**config.mk**
```make
export PLATFORM = sky130hd
export DESIGN_NAME = power_mode_window_controller
export DESIGN_NICKNAME = d
export VERILOG_FILES = /design/src/sv/pmwc_pkg.sv /design/src/sv/pmwc_cfg_regs.sv /design/src/sv/pmwc_remaining.sv /design/src/sv/pmwc_core.sv /design/src/sv/power_mode_window_controller.sv
export SDC_FILE = /design/constraint.sdc
export NUM_CORES = 1
export LEC_CHECK = 0
export BUFFER_PORTS_ARGS = -buffer_cell sky130_fd_sc_hd__buf_4
export CAP_MARGIN = 0
export CORE_MARGIN = 3
export CORE_UTILIZATION = 60
export CTS_CLUSTER_SIZE = 30
export DETAILED_ROUTE_END_ITERATION = 10
export PLACE_DENSITY_LB_ADDON = 0.15
export SLEW_MARGIN = 20
export SYNTH_ARGS = -nofsm -noshare
export SYNTH_HDL_FRONTEND = slang
export SYNTH_SLANG_ARGS = --single-unit
```
**constraint.sdc**
```tcl
create_clock -name clk -period 8.2 [get_ports clk]
set_input_delay 1.64 -clock clk [delete_from_list [all_inputs] [get_ports clk]]
set_output_delay 1.64 -clock clk [all_outputs]
set_load 0.02 [all_outputs]
```
**src/sv/pmwc_pkg.sv**
```systemverilog
// ----------------------------------------------------------------------------
// pmwc_pkg
// Types, codes and helpers shared by the power mode window controller.
// ----------------------------------------------------------------------------
package pmwc_pkg;

  localparam int unsigned OP_W      = 2;
  localparam int unsigned NOW_W     = 48;
  localparam int unsigned MODE_W    = 2;
  localparam int unsigned LEN_W     = 11;
  localparam int unsigned WAKE_W    = 3;
  localparam int unsigned REM_W     = 27;
  localparam int unsigned CFG_IDX_W = 3;

  localparam int unsigned NUM_CHOICES     = 4;
  localparam int unsigned NUM_CHOICE_REGS = 4;
  localparam int unsigned USED_CHOICES    =
    (NUM_CHOICES < NUM_CHOICE_REGS) ? NUM_CHOICES : NUM_CHOICE_REGS;

  localparam int unsigned MS_PER_MIN = 60 * 1000;

  typedef enum logic [OP_W-1:0] {
    OP_BOOT       = 2'd0,
    OP_REQUEST    = 2'd1,
    OP_SET_LENGTH = 2'd2,
    OP_TICK       = 2'd3
  } op_t;

  localparam logic [MODE_W-1:0] MODE_AUTO_SAVER = 2'd0;
  localparam logic [MODE_W-1:0] MODE_INTERACTIVE = 2'd1;
  localparam logic [MODE_W-1:0] MODE_ALWAYS_ON  = 2'd2;
  localparam logic [MODE_W-1:0] MODE_UNKNOWN    = 2'd3;

  localparam logic [WAKE_W-1:0] WAKE_POWER_ON = 3'd0;
  localparam logic [WAKE_W-1:0] WAKE_BUTTON   = 3'd2;

  localparam logic [CFG_IDX_W-1:0] CFG_DEFAULT_WINDOW = 3'd0;
  localparam logic [CFG_IDX_W-1:0] CFG_CHOICE_A       = 3'd1;
  localparam logic [CFG_IDX_W-1:0] CFG_CHOICE_B       = 3'd2;
  localparam logic [CFG_IDX_W-1:0] CFG_CHOICE_C       = 3'd3;
  localparam logic [CFG_IDX_W-1:0] CFG_CHOICE_D       = 3'd4;

  localparam logic [LEN_W-1:0] DEFAULT_WINDOW_RESET = 11'd15;
  localparam logic [LEN_W-1:0] STORED_LENGTH_RESET  = 11'd15;
  localparam logic [NUM_CHOICE_REGS-1:0][LEN_W-1:0] CHOICE_RESET =
    {11'd60, 11'd30, 11'd15, 11'd5};

  typedef struct packed {
    logic [LEN_W-1:0]                      default_min;
    logic [NUM_CHOICE_REGS-1:0][LEN_W-1:0] choice;
  } cfg_t;

  typedef struct packed {
    op_t               op;
    logic [NOW_W-1:0]  now_ms;
    logic [MODE_W-1:0] mode;
    logic [LEN_W-1:0]  minutes;
    logic [WAKE_W-1:0] wake_reason;
  } item_t;

  typedef struct packed {
    logic              ok;
    logic              window_expired;
    logic [MODE_W-1:0] in_force_mode;
    logic [MODE_W-1:0] wanted_mode;
    logic              ack_pending;
    logic [REM_W-1:0]  left_ms;
    logic [MODE_W-1:0] persistable_mode;
  } result_t;

  // A length is permitted when it matches one of the used choices.
  function automatic logic length_valid(input cfg_t cfg, input logic [LEN_W-1:0] m);
    logic hit;
    hit = 1'b0;
    for (int i = 0; i < USED_CHOICES; i++) begin
      if (cfg.choice[i] == m) begin
        hit = 1'b1;
      end
    end
    return hit;
  endfunction

endpackage

```
**src/sv/pmwc_cfg_regs.sv**
```systemverilog
// ----------------------------------------------------------------------------
// pmwc_cfg_regs
// Configuration registers: default window length and permitted lengths.
// ----------------------------------------------------------------------------
module pmwc_cfg_regs (
  input  logic                          clk,
  input  logic                          rst_n,
  input  logic                          wr_en,
  input  logic [pmwc_pkg::CFG_IDX_W-1:0] wr_index,
  input  logic [pmwc_pkg::LEN_W-1:0]     wr_data,
  output pmwc_pkg::cfg_t                cfg
);
  import pmwc_pkg::*;

  cfg_t cfg_r;

  always_ff @(posedge clk) begin
    if (!rst_n) begin
      cfg_r.default_min <= DEFAULT_WINDOW_RESET;
      cfg_r.choice      <= CHOICE_RESET;
    end else if (wr_en) begin
      case (wr_index)
        CFG_DEFAULT_WINDOW: cfg_r.default_min <= wr_data;
        CFG_CHOICE_A:       cfg_r.choice[0]   <= wr_data;
        CFG_CHOICE_B:       cfg_r.choice[1]   <= wr_data;
        CFG_CHOICE_C:       cfg_r.choice[2]   <= wr_data;
        CFG_CHOICE_D:       cfg_r.choice[3]   <= wr_data;
        default: begin
          // drop writes beyond the register list
        end
      endcase
    end
  end

  assign cfg = cfg_r;

endmodule

```
**src/sv/pmwc_remaining.sv**
```systemverilog
// ----------------------------------------------------------------------------
// pmwc_remaining
// Time left in the interactive window at a given timestamp.
// ----------------------------------------------------------------------------
module pmwc_remaining (
  input  logic                       window_open,
  input  logic [pmwc_pkg::NOW_W-1:0] start_ms,
  input  logic [pmwc_pkg::REM_W-1:0] dur_ms,
  input  logic [pmwc_pkg::NOW_W-1:0] now_ms,
  output logic [pmwc_pkg::REM_W-1:0] left_ms
);
  import pmwc_pkg::*;

  logic [NOW_W-1:0] elapsed;

  assign elapsed = now_ms - start_ms;

  always_comb begin
    if (!window_open || (dur_ms == '0)) begin
      left_ms = '0;
    end else if (now_ms < start_ms) begin
      // backwards clock: no time has passed
      left_ms = dur_ms;
    end else if (elapsed >= NOW_W'(dur_ms)) begin
      left_ms = '0;
    end else begin
      left_ms = dur_ms - elapsed[REM_W-1:0];
    end
  end

endmodule

```
**src/sv/pmwc_core.sv**
```systemverilog
// ----------------------------------------------------------------------------
// pmwc_core
// Mode and window state with the per-item update and result logic.
// ----------------------------------------------------------------------------
module pmwc_core (
  input  logic              clk,
  input  logic              rst_n,
  input  logic              item_en,
  input  pmwc_pkg::item_t   item,
  input  pmwc_pkg::cfg_t    cfg,
  output pmwc_pkg::result_t result
);
  import pmwc_pkg::*;

  logic [MODE_W-1:0] base_mode_r,    base_mode_nxt;
  logic [MODE_W-1:0] wanted_mode_r,  wanted_mode_nxt;
  logic              window_open_r,  window_open_nxt;
  logic [NOW_W-1:0]  window_start_r, window_start_nxt;
  logic [REM_W-1:0]  window_dur_r,   window_dur_nxt;
  logic              seen_open_r,    seen_open_nxt;
  logic [LEN_W-1:0]  stored_len_r,   stored_len_nxt;

  logic              mins_valid, default_valid, stored_valid;
  logic [LEN_W-1:0]  boot_len, req_len, open_len;
  logic              req_valid, user_wake;
  logic [REM_W-1:0]  open_dur;
  logic [REM_W-1:0]  rem_pre, rem_post;
  logic              ok, expired;
  logic [MODE_W-1:0] eff_mode;

  pmwc_remaining u_remaining (
    .window_open (window_open_r),
    .start_ms    (window_start_r),
    .dur_ms      (window_dur_r),
    .now_ms      (item.now_ms),
    .left_ms     (rem_pre)
  );

  assign mins_valid    = length_valid(cfg, item.minutes);
  assign default_valid = length_valid(cfg, cfg.default_min);
  assign stored_valid  = length_valid(cfg, stored_len_r);

  assign boot_len  = mins_valid ? item.minutes : cfg.default_min;
  assign req_len   = (item.minutes == '0) ? stored_len_r : item.minutes;
  assign req_valid = (item.minutes == '0) ? stored_valid : mins_valid;
  assign open_len  = (item.op == OP_BOOT) ? boot_len : req_len;
  assign open_dur  = REM_W'(open_len) * REM_W'(MS_PER_MIN);
  assign user_wake = (item.wake_reason == WAKE_POWER_ON) ||
                     (item.wake_reason == WAKE_BUTTON);

  always_comb begin
    base_mode_nxt    = base_mode_r;
    wanted_mode_nxt  = wanted_mode_r;
    window_open_nxt  = window_open_r;
    window_start_nxt = window_start_r;
    window_dur_nxt   = window_dur_r;
    seen_open_nxt    = seen_open_r;
    stored_len_nxt   = stored_len_r;
    ok               = 1'b1;
    expired          = 1'b0;
    rem_post         = rem_pre;

    case (item.op)
      OP_BOOT: begin
        base_mode_nxt    = (item.mode == MODE_INTERACTIVE) ? MODE_AUTO_SAVER : item.mode;
        wanted_mode_nxt  = base_mode_nxt;
        stored_len_nxt   = boot_len;
        window_open_nxt  = 1'b0;
        window_start_nxt = '0;
        window_dur_nxt   = '0;
        seen_open_nxt    = 1'b0;
        rem_post         = '0;
        if (user_wake && (base_mode_nxt != MODE_ALWAYS_ON)) begin
          wanted_mode_nxt = MODE_INTERACTIVE;
          seen_open_nxt   = 1'b1;
          // the window opens only when the given length or the fallback length is permitted
          if (mins_valid || default_valid) begin
            window_open_nxt  = 1'b1;
            window_start_nxt = item.now_ms;
            window_dur_nxt   = open_dur;
            rem_post         = open_dur;
          end
        end
      end
      OP_REQUEST: begin
        if (item.mode == MODE_INTERACTIVE) begin
          if (!req_valid) begin
            ok = 1'b0;
          end else begin
            stored_len_nxt   = req_len;
            base_mode_nxt    = MODE_AUTO_SAVER;
            window_open_nxt  = 1'b1;
            window_start_nxt = item.now_ms;
            window_dur_nxt   = open_dur;
            seen_open_nxt    = 1'b1;
            wanted_mode_nxt  = MODE_INTERACTIVE;
            rem_post         = open_dur;
          end
        end else if (item.mode == MODE_UNKNOWN) begin
          ok = 1'b0;
        end else begin
          window_open_nxt  = 1'b0;
          window_start_nxt = '0;
          window_dur_nxt   = '0;
          seen_open_nxt    = 1'b0;
          base_mode_nxt    = item.mode;
          wanted_mode_nxt  = item.mode;
          rem_post         = '0;
        end
      end
      OP_SET_LENGTH: begin
        if (mins_valid) begin
          stored_len_nxt = item.minutes;
        end else begin
          ok = 1'b0;
        end
      end
      OP_TICK: begin
        if (seen_open_r && (rem_pre == '0)) begin
          seen_open_nxt    = 1'b0;
          window_open_nxt  = 1'b0;
          window_start_nxt = '0;
          window_dur_nxt   = '0;
          wanted_mode_nxt  = base_mode_r;
          expired          = 1'b1;
        end else begin
          seen_open_nxt = (rem_pre != '0);
        end
      end
      default: begin
        ok = 1'b1;
      end
    endcase
  end

  always_comb begin
    if (base_mode_nxt == MODE_ALWAYS_ON) begin
      eff_mode = MODE_ALWAYS_ON;
    end else if (rem_post != '0) begin
      eff_mode = MODE_INTERACTIVE;
    end else begin
      eff_mode = MODE_AUTO_SAVER;
    end
  end

  assign result.ok               = ok;
  assign result.window_expired   = expired;
  assign result.in_force_mode    = eff_mode;
  assign result.wanted_mode      = wanted_mode_nxt;
  assign result.ack_pending      = (eff_mode != wanted_mode_nxt);
  assign result.left_ms          = rem_post;
  assign result.persistable_mode =
    (base_mode_nxt == MODE_INTERACTIVE) ? MODE_AUTO_SAVER : base_mode_nxt;

  always_ff @(posedge clk) begin
    if (!rst_n) begin
      base_mode_r    <= MODE_AUTO_SAVER;
      wanted_mode_r  <= MODE_AUTO_SAVER;
      window_open_r  <= 1'b0;
      window_start_r <= '0;
      window_dur_r   <= '0;
      seen_open_r    <= 1'b0;
      stored_len_r   <= STORED_LENGTH_RESET;
    end else if (item_en) begin
      base_mode_r    <= base_mode_nxt;
      wanted_mode_r  <= wanted_mode_nxt;
      window_open_r  <= window_open_nxt;
      window_start_r <= window_start_nxt;
      window_dur_r   <= window_dur_nxt;
      seen_open_r    <= seen_open_nxt;
      stored_len_r   <= stored_len_nxt;
    end
  end

endmodule

```
**src/sv/power_mode_window_controller.sv**
```systemverilog
// ----------------------------------------------------------------------------
// power_mode_window_controller
// Power-mode controller with a timed interactive window.
// ----------------------------------------------------------------------------
// Takes one item per clock cycle, sustained, while out_ready keeps the result
// register draining. An accepted item waits in the input register, and one
// pass through the state update loads its result into the result register,
// which drives the out_ ports. That update pass holds a tick's window compare
// (48-bit elapsed time against the stored duration) and the mode and window
// state it rewrites, between the input register and the result register.
// The result register frees the input side: a new item is taken while a
// finished result still waits, as long as the result is taken in the same
// cycle or the input register is empty.
// Configuration writes are always taken (cfg_ready is tied high) and belong
// to idle periods; writes to indexes past the last choice are dropped. No
// clearing pass is needed after reset.
module power_mode_window_controller (
  input  logic                           clk,
  input  logic                           rst_n,

  input  logic                           in_valid,
  output logic                           in_ready,
  input  logic [pmwc_pkg::OP_W-1:0]      in_operation,
  input  logic [pmwc_pkg::NOW_W-1:0]     in_now_ms,
  input  logic [pmwc_pkg::MODE_W-1:0]    in_mode,
  input  logic [pmwc_pkg::LEN_W-1:0]     in_minutes,
  input  logic [pmwc_pkg::WAKE_W-1:0]    in_wake_reason,

  output logic                           out_valid,
  input  logic                           out_ready,
  output logic                           out_ok,
  output logic                           out_window_expired,
  output logic [pmwc_pkg::MODE_W-1:0]    out_effective_mode,
  output logic [pmwc_pkg::MODE_W-1:0]    out_desired_mode,
  output logic                           out_ack_pending,
  output logic [pmwc_pkg::REM_W-1:0]     out_remaining_ms,
  output logic [pmwc_pkg::MODE_W-1:0]    out_persistable_mode,

  input  logic                           cfg_valid,
  output logic                           cfg_ready,
  input  logic [pmwc_pkg::CFG_IDX_W-1:0] cfg_index,
  input  logic [pmwc_pkg::LEN_W-1:0]     cfg_data
);
  import pmwc_pkg::*;

  cfg_t    cfg;
  item_t   item_r;
  result_t result, result_r;
  logic    in_valid_r, in_valid_nxt;
  logic    out_valid_r;
  logic    advance, stage_fire, in_fire;

  // Config registers accept a write every cycle.
  assign cfg_ready = 1'b1;

  pmwc_cfg_regs u_cfg_regs (
    .clk      (clk),
    .rst_n    (rst_n),
    .wr_en    (cfg_valid && cfg_ready),
    .wr_index (cfg_index),
    .wr_data  (cfg_data),
    .cfg      (cfg)
  );

  // Advance the result register when it is empty or being drained.
  assign advance    = !out_valid_r || out_ready;
  assign stage_fire = in_valid_r && advance;
  assign in_ready   = !in_valid_r || advance;
  assign in_fire    = in_valid && in_ready;

  always_comb begin
    in_valid_nxt = in_valid_r;
    if (in_fire) begin
      in_valid_nxt = 1'b1;
    end else if (stage_fire) begin
      in_valid_nxt = 1'b0;
    end
  end

  // Hold the accepted item until its result moves into the result register.
  always_ff @(posedge clk) begin
    if (!rst_n) begin
      in_valid_r <= 1'b0;
    end else begin
      in_valid_r <= in_valid_nxt;
    end
  end

  always_ff @(posedge clk) begin
    if (in_fire) begin
      item_r.op          <= op_t'(in_operation);
      item_r.now_ms      <= in_now_ms;
      item_r.mode        <= in_mode;
      item_r.minutes     <= in_minutes;
      item_r.wake_reason <= in_wake_reason;
    end
  end

  // State commits exactly when the item's result is captured.
  pmwc_core u_core (
    .clk     (clk),
    .rst_n   (rst_n),
    .item_en (stage_fire),
    .item    (item_r),
    .cfg     (cfg),
    .result  (result)
  );

  always_ff @(posedge clk) begin
    if (!rst_n) begin
      out_valid_r <= 1'b0;
    end else if (advance) begin
      out_valid_r <= in_valid_r;
    end
  end

  always_ff @(posedge clk) begin
    if (stage_fire) begin
      result_r <= result;
    end
  end

  assign out_valid            = out_valid_r;
  assign out_ok               = result_r.ok;
  assign out_window_expired   = result_r.window_expired;
  assign out_effective_mode   = result_r.in_force_mode;
  assign out_desired_mode     = result_r.wanted_mode;
  assign out_ack_pending      = result_r.ack_pending;
  assign out_remaining_ms     = result_r.left_ms;
  assign out_persistable_mode = result_r.persistable_mode;

endmodule

```
==> qor.yml, run 1 <==
floorplanning:
  die_y_um: 187
  core_area_um2: 31900
  die_x_um: 187
  fp.dieArea_um2: 34800
  start_util: 0.614
  ios: 124
  fp-row-count: 65
power_and_ir_drop:
  p_seq_frac: 0.283
  p_clk_frac: 0.267
  switching_power_mw: 1.95
  power.density_nw_per_um2: 218
  p_int_mw: 2.88
  sw_frac_of_total: 0.404
  ir_drop_v: 0.000256
  p_leak_nw: 9.14
  combPwrFrac: 0.450
clocking:
  clk_pin_slew_ns: 0.07
  htree_levels: 1
  insertion_delay_ns: 0.57
  cts_buffers: 27
  hold_buffers: 0
  tritoncts: "done"
  clock_sinks: 245
  cts_max_path_buffers: 3
  cts_root_buffer: "clkbuf_16"
finish:
  fin_area_um2: 22100
  area_delta_synth_final_pct: 13.0
  drive_above_1_share: 0.112
  layout.nets: 2796
  final_core_util: 0.694
  antennaDiodeCount: 0
  nFillCells: 2656
timing:
  relSlewSlack: 0.314
  setup_ws_ns: 0.231
  fmax_ghz: 0.125
  report.final.hold_viol_count: 0
  finalSetupViolCount: 0
  slew_violations: 0
  worstMarginPinSlew_ns: 1.02
  post-route-period-util: 0.972
  skew_ns: 0.0136
  period_minus_slack_ns: 7.97
global_route:
  globalRouteOverflowTotal: 0
  grt_usage: 0.335
  grt_start_max_net_pins: 72
  grt_pass1_wl_um: 95400
  grt_pass1_vias: 17651
  antenna_found_initial: 0
critical_path:
  r2r-end: "out_ack_pending$_DFFE_PP_"
  reg2reg_depth: 32
  slowest_delay_ns: 0.55
  cp_max_fo: 19
  worstPathRequired_ns: 8.51
  critPathKind: "reg -> reg"
  critPathArrivalTime_ns: 8.28
  slowest_stage: "edfxtp_1"
  regToRegSetupSlack_ns: 0.23
  worstSetupStartpointType: "flop"
  endpoint_kind: "flop"
  crit_path_frequent_cell: "fa_1"
  r2r-start: "item_r[4]$_DFFE_PP_"
synthesis:
  synth_flop_cell: "dfxtp_1"
  syn_nets: 2704
  ys_top_cells_by_area: "edfxtp_1 15%, dfxtp_1 15%, ha_1 10%"
  yosysWarnings: 0
  netlist_instances: 2419
  ys_ff_latch: 245
  syn_avg_cell_area_um2: 8.10
  synth.most_common_cell: "nand2_1"
  syn_area_um2: 19600
  synth_edf_count: 101
  postSynth.asyncResetShare: 0
  synth_top_area_share: 0.155
  yosys-top-cells-count: "313 x nand2_1, 247 x a21oi_1, 200 x inv_1, 164 x ha_1, 151 x xor2_1"
  synth_area_leader_cell: "edfxtp_1"
  synth.distinct_cells: 79
  ys_seq_area_frac: 0.302
placed_design:
  io_buffers: 121
  gp_congestion: 0.994
  dp_slack_ns: -0.147
  place_area_um2: 21000
  dp_hpwl_um: 46000
route:
  wl_um: 60800
  viasPerCell: 6.30
  drt_iter0_drc: 2095
  vias: 18691
  wl_per_cell_um: 20.5
  drcViolationCount: 0
  ant_nets: 0
  drt-pass1-iter-count: 5
hold_path:
  min_to: "u_core.window_start_r[34]$_SDFFE_PN0P_"
  worstHoldPathCells: 2
  min_from: "u_core.window_start_r[34]$_SDFFE_PN0P_"
  hold_class: "reg -> reg"
job:
  cap_viol_max_count: 0
status:
  status: "finished, final reports clean"
-- metal layers --
| layer | vias to the layer above | GRT usage | wire [um] |
|---|---|---|---|
| li1 | 8727 | - | - |
| met1 | 8810 | 0.484 | 26400 |
| met2 | 1006 | 0.523 | 26700 |
| met3 | 148 | 0.0455 | 5850 |
| met4 | 0 | 0.103 | 1820 |
| met5 | - | 0 | 0 |
-- timing repair --
item,CTS,global route
endpoints found under the setup margin,2,3
cloned,0,0
gates resized for setup,2,17
pin swaps,0,4
buffers inserted,1,15
-- flip-flops by register name, indices dropped and copies added, names as in the netlist, 2 cells and up --
register               count
u_core.base_mode_r         2
u_core.stored_len_r       11
out_persistable_mode       2
out_desired_mode           2
out_effective_mode         2
item_r                    65
u_core.window_start_r     48
u_core.wanted_mode_r       2
u_core.window_dur_r       22
out_remaining_ms          27
u_cfg_regs.cfg            55
-- layout by cell type, fill, tap and decap left out, types with 47 or more instances in the layout --
cell      instances
edfxtp_1        101
nand3_1         127
inv_1           200
ha_1            164
o21ai_0         111
buf_4           193
xor2_1          151
nor2_1          129
a21oi_1         246
nand2_1         313
nor4_1           47
dfxtp_1         144
-- worst max-delay path by stage --
stage | startpoint | end | slack (ns) | depth (start not counted)
final | item_r[4]$_DFFE_PP_ | out_ack_pending$_DFFE_PP_ | 0.23 | 32
after global routing | item_r[4]$_DFFE_PP_ | out_ack_pending$_DFFE_PP_ | -0.03 | 32
after CTS | item_r[8]$_DFFE_PP_ | out_ack_pending$_DFFE_PP_ | 0.09 | 30
after detailed placement | item_r[7]$_DFFE_PP_ | out_ack_pending$_DFFE_PP_ | -0.15 | 30
after global placement | item_r[7]$_DFFE_PP_ | out_ack_pending$_DFFE_PP_ | -0.001 | 30
after floorplan | item_r[8]$_DFFE_PP_ | out_ack_pending$_DFFE_PP_ | 0.73 | 32
-- logic make-up (layout without fill, tap and decap cells) --
group | count (synthesis) | count (layout) | synth area share
compound gates | 601 | 601 | 0.191
xor+xnor | 199 | 199 | 0.0890
fa+ha+maj | 200 | 200 | 0.142
buf+inv | 334 | 447 | 0.0678
flops | 245 | 245 | 0.302
mux | 17 | 17 | 0.00888
other cells | 1 | 1 | 0.000191
simple gates | 822 | 822 | 0.199
-- critical path: cells and delay by family (launching register included) --
kind / cells / cell delay [ns]
adder cells (fa/ha/maj): 6 / 2.74
AND/OR/NAND/NOR: 9 / 1.71
AO/OA/AOI/OAI: 9 / 1.60
buffers and inverters: 7 / 0.96
flip-flops: 1 / 0.55
XOR/XNOR: 1 / 0.15
-- metrics by stage --
step           hold slack (ns)  setup TNS, ns  total power [mW]  cells
3_3_place_gp             0.438      -0.000989              3.41   2901
3_5_place_dp             0.443         -0.184              3.46   2901
5_1_grt                  0.465        -0.0314              5.10   2967
6_report                 0.450              0              4.83   2967
2_1_floorplan            0.432              0              2.79   2419
4_1_cts                  0.452              0              4.75   2952
-- power groups by stage --
stage	registers, mW	logic, mW	clock network [mW]
2_1_floorplan	1.38	1.41	0
3_3_place_gp	1.40	2.02	0
3_5_place_dp	1.40	2.06	0
4_1_cts	1.37	2.08	1.30
5_1_grt	1.37	2.38	1.35
6_report	1.37	2.18	1.29
-- area by class of cell --
type	count	area, um2	area share
Clock buffer	36	792	0.0358
Inverter	201	756	0.0341
Sequential cell	245	5920	0.267
Multi-Input combinational cell	1840	12500	0.563
Tap cell	435	544	0.0246
Timing Repair Buffer	196	1510	0.0682
Clock inverter	14	156	0.00706
Power figures use the tool's default switching activity.
==> run 2, diff against run 1 <==
--- a/config.mk
+++ b/config.mk
@@ -7,10 +7,10 @@
 export LEC_CHECK = 0
 export BUFFER_PORTS_ARGS = -buffer_cell sky130_fd_sc_hd__buf_4
 export CAP_MARGIN = 0
-export CORE_MARGIN = 3
 export CORE_UTILIZATION = 60
 export CTS_CLUSTER_SIZE = 30
 export DETAILED_ROUTE_END_ITERATION = 10
+export MAX_ROUTING_LAYER = met4
 export PLACE_DENSITY_LB_ADDON = 0.15
 export SLEW_MARGIN = 20
 export SYNTH_ARGS = -nofsm -noshare
==> run 2 against run 1 <==
Sequential power is essentially flat. Flip-flop and latch count is the same. Clock power is essentially flat.
==> qor.yml, run 2 (same netlist as run 1, synthesis figures left out) <==
critical_path:
  r2r-start: "item_r[8]$_DFFE_PP_"
  slowest_delay_ns: 0.54
  crit_path_frequent_cell: "fa_1"
  path_buf_inv: 4
  cp_max_fo: 6
  endpoint_kind: "flop"
  critPathKind: "reg -> reg"
  path_depth: 31
  critPathArrivalTime_ns: 8.16
  worstPathRequired_ns: 8.50
  reg2reg_depth: 31
  crit_start: "item_r[8]$_DFFE_PP_"
  crit_family: "adder cells"
  slowest_stage: "edfxtp_1"
  worstSetupStartpointType: "flop"
finish:
  fin_area_um2: 22000
  final_cells: 2959
  final_cell_mix: "313 x nand2_1, 247 x a21oi_1, 199 x inv_1"
  area_delta_synth_final_pct: 12.3
  layout.nets: 2787
  final_common_cell: "nand2_1"
  regMostFlops: "item_r"
  drive_above_1_share: 0.104
  final_core_util: 0.692
  largest_reg_flops: 65
floorplanning:
  die_x_um: 183
  die_y_um: 183
  fp.dieArea_um2: 33400
  core_area_um2: 31800
  fp-row-count: 65
  ios: 124
  start_util: 0.616
clocking:
  tritoncts: "done"
  hold_buffers: 0
  cts_max_path_buffers: 3
  cts_root_buffer: "clkbuf_16"
  htree_levels: 1
  clk_pin_slew_ns: 0.06
  insertion_delay_ns: 0.57
  clock_sinks: 245
  cts_buffers: 27
timing:
  fin_hold_ws_ns: 0.449
  slew_violations: 0
  relSlewSlack: 0.321
  skew_ns: 0.0193
  worstMarginPinSlew_ns: 0.993
  finalSetupViolCount: 0
  period_minus_slack_ns: 7.86
  report.final.hold_viol_count: 0
  fmax_ghz: 0.127
  post-route-period-util: 0.958
global_route:
  grt_util_met1: 0.517
  globalRouteOverflowTotal: 0
  met2_usage: 0.557
  grt_pass1_wl_um: 93100
  grt_usage: 0.367
  grt_start_max_net_pins: 99
  antenna_found_initial: 1
  grt_pass1_vias: 16962
  grt.busiest_layer: "met2"
  grt_use_met3: 0.0447
hold_path:
  worstHoldPathCells: 2
  min_from: "u_core.window_start_r[17]$_SDFFE_PN0P_"
  hold_class: "reg -> reg"
route:
  drcViolationCount: 0
  ant_nets: 0
  viasPerCell: 6.30
  wl_per_cell_um: 20.4
  vias: 18644
  wl_um: 60400
  drt-pass1-iter-count: 5
  drt_iter0_drc: 2025
power_and_ir_drop:
  p_total_mw: 4.90
  p_leak_nw: 9.06
  power.density_nw_per_um2: 223
  ir_drop_v: 0.000277
placed_design:
  gp_congestion: 0.998
  io_buffers: 121
  dp_cells: 2886
  place_area_um2: 20800
  dp_hpwl_um: 45400
job:
  cap_viol_max_count: 0
status:
  status: "finished, final reports clean"
run 2: worst reg2reg max path: cells and delay by family, from the launching register on:
kind	cells	cell delay, ns
and+or+nand+nor	7	1.35
AOI/OAI and AO/OA	10	1.88
DFF	1	0.54
adders and majority gates	6	2.47
buffers and inverters	4	0.40
xor gates and xnor gates	3	0.57
muxes	1	0.40
run 2: final timing paths:
| path | endpoint | slack, ns |
|---|---|---|
| hold reg to reg | u_core.window_start_r[17]$_SDFFE_PN0P_ | 0.45 |
| hold / removal | u_core.window_start_r[17]$_SDFFE_PN0P_ | 0.45 |
| setup / recovery | out_ack_pending$_DFFE_PP_ | 0.34 |
| setup reg to reg | out_ack_pending$_DFFE_PP_ | 0.34 |
run 2: report_power, final:
group	internal (mW)	switching, mW
Combinational	0.879	1.37
Clock	0.762	0.519
Sequential	1.32	0.0521
run 2: per-stage QoR:
step | setup WS (ns) | TNS [ns]
after global placement | 0.387 | 0
after global routing | -0.0196 | -0.0208
final | 0.342 | 0
after CTS | 0.252 | 0
after floorplan | 0.735 | 0
after detailed placement | 0.305 | 0
run 2: repair_timing:
action	in CTS	in global routing
setup buffers	0	21
resized for setup	0	8
hold endpoints to repair	0	0
endpoints found under the setup margin	0	2
run 2: per-layer routing:
layer  wire length [um]  vias to the layer above
met3               5450                      131
met5                  0                        -
met1              26500                     8860
li1                   -                     8691
met2              26700                      962
met4               1740                        0
run 2: cell type report:
| cell class | instances | area, um2 |
|---|---|---|
| Tap cell | 435 | 544 |
| Antenna cell | 1 | 2.50 |
| Inverter | 201 | 759 |
| Multi-Input combinational cell | 1840 | 12400 |
| Clock buffer | 36 | 739 |
| Fill cell | 2615 | 9800 |
| Clock inverter | 14 | 190 |
| Timing Repair Buffer | 187 | 1460 |
| Sequential cell | 245 | 5920 |
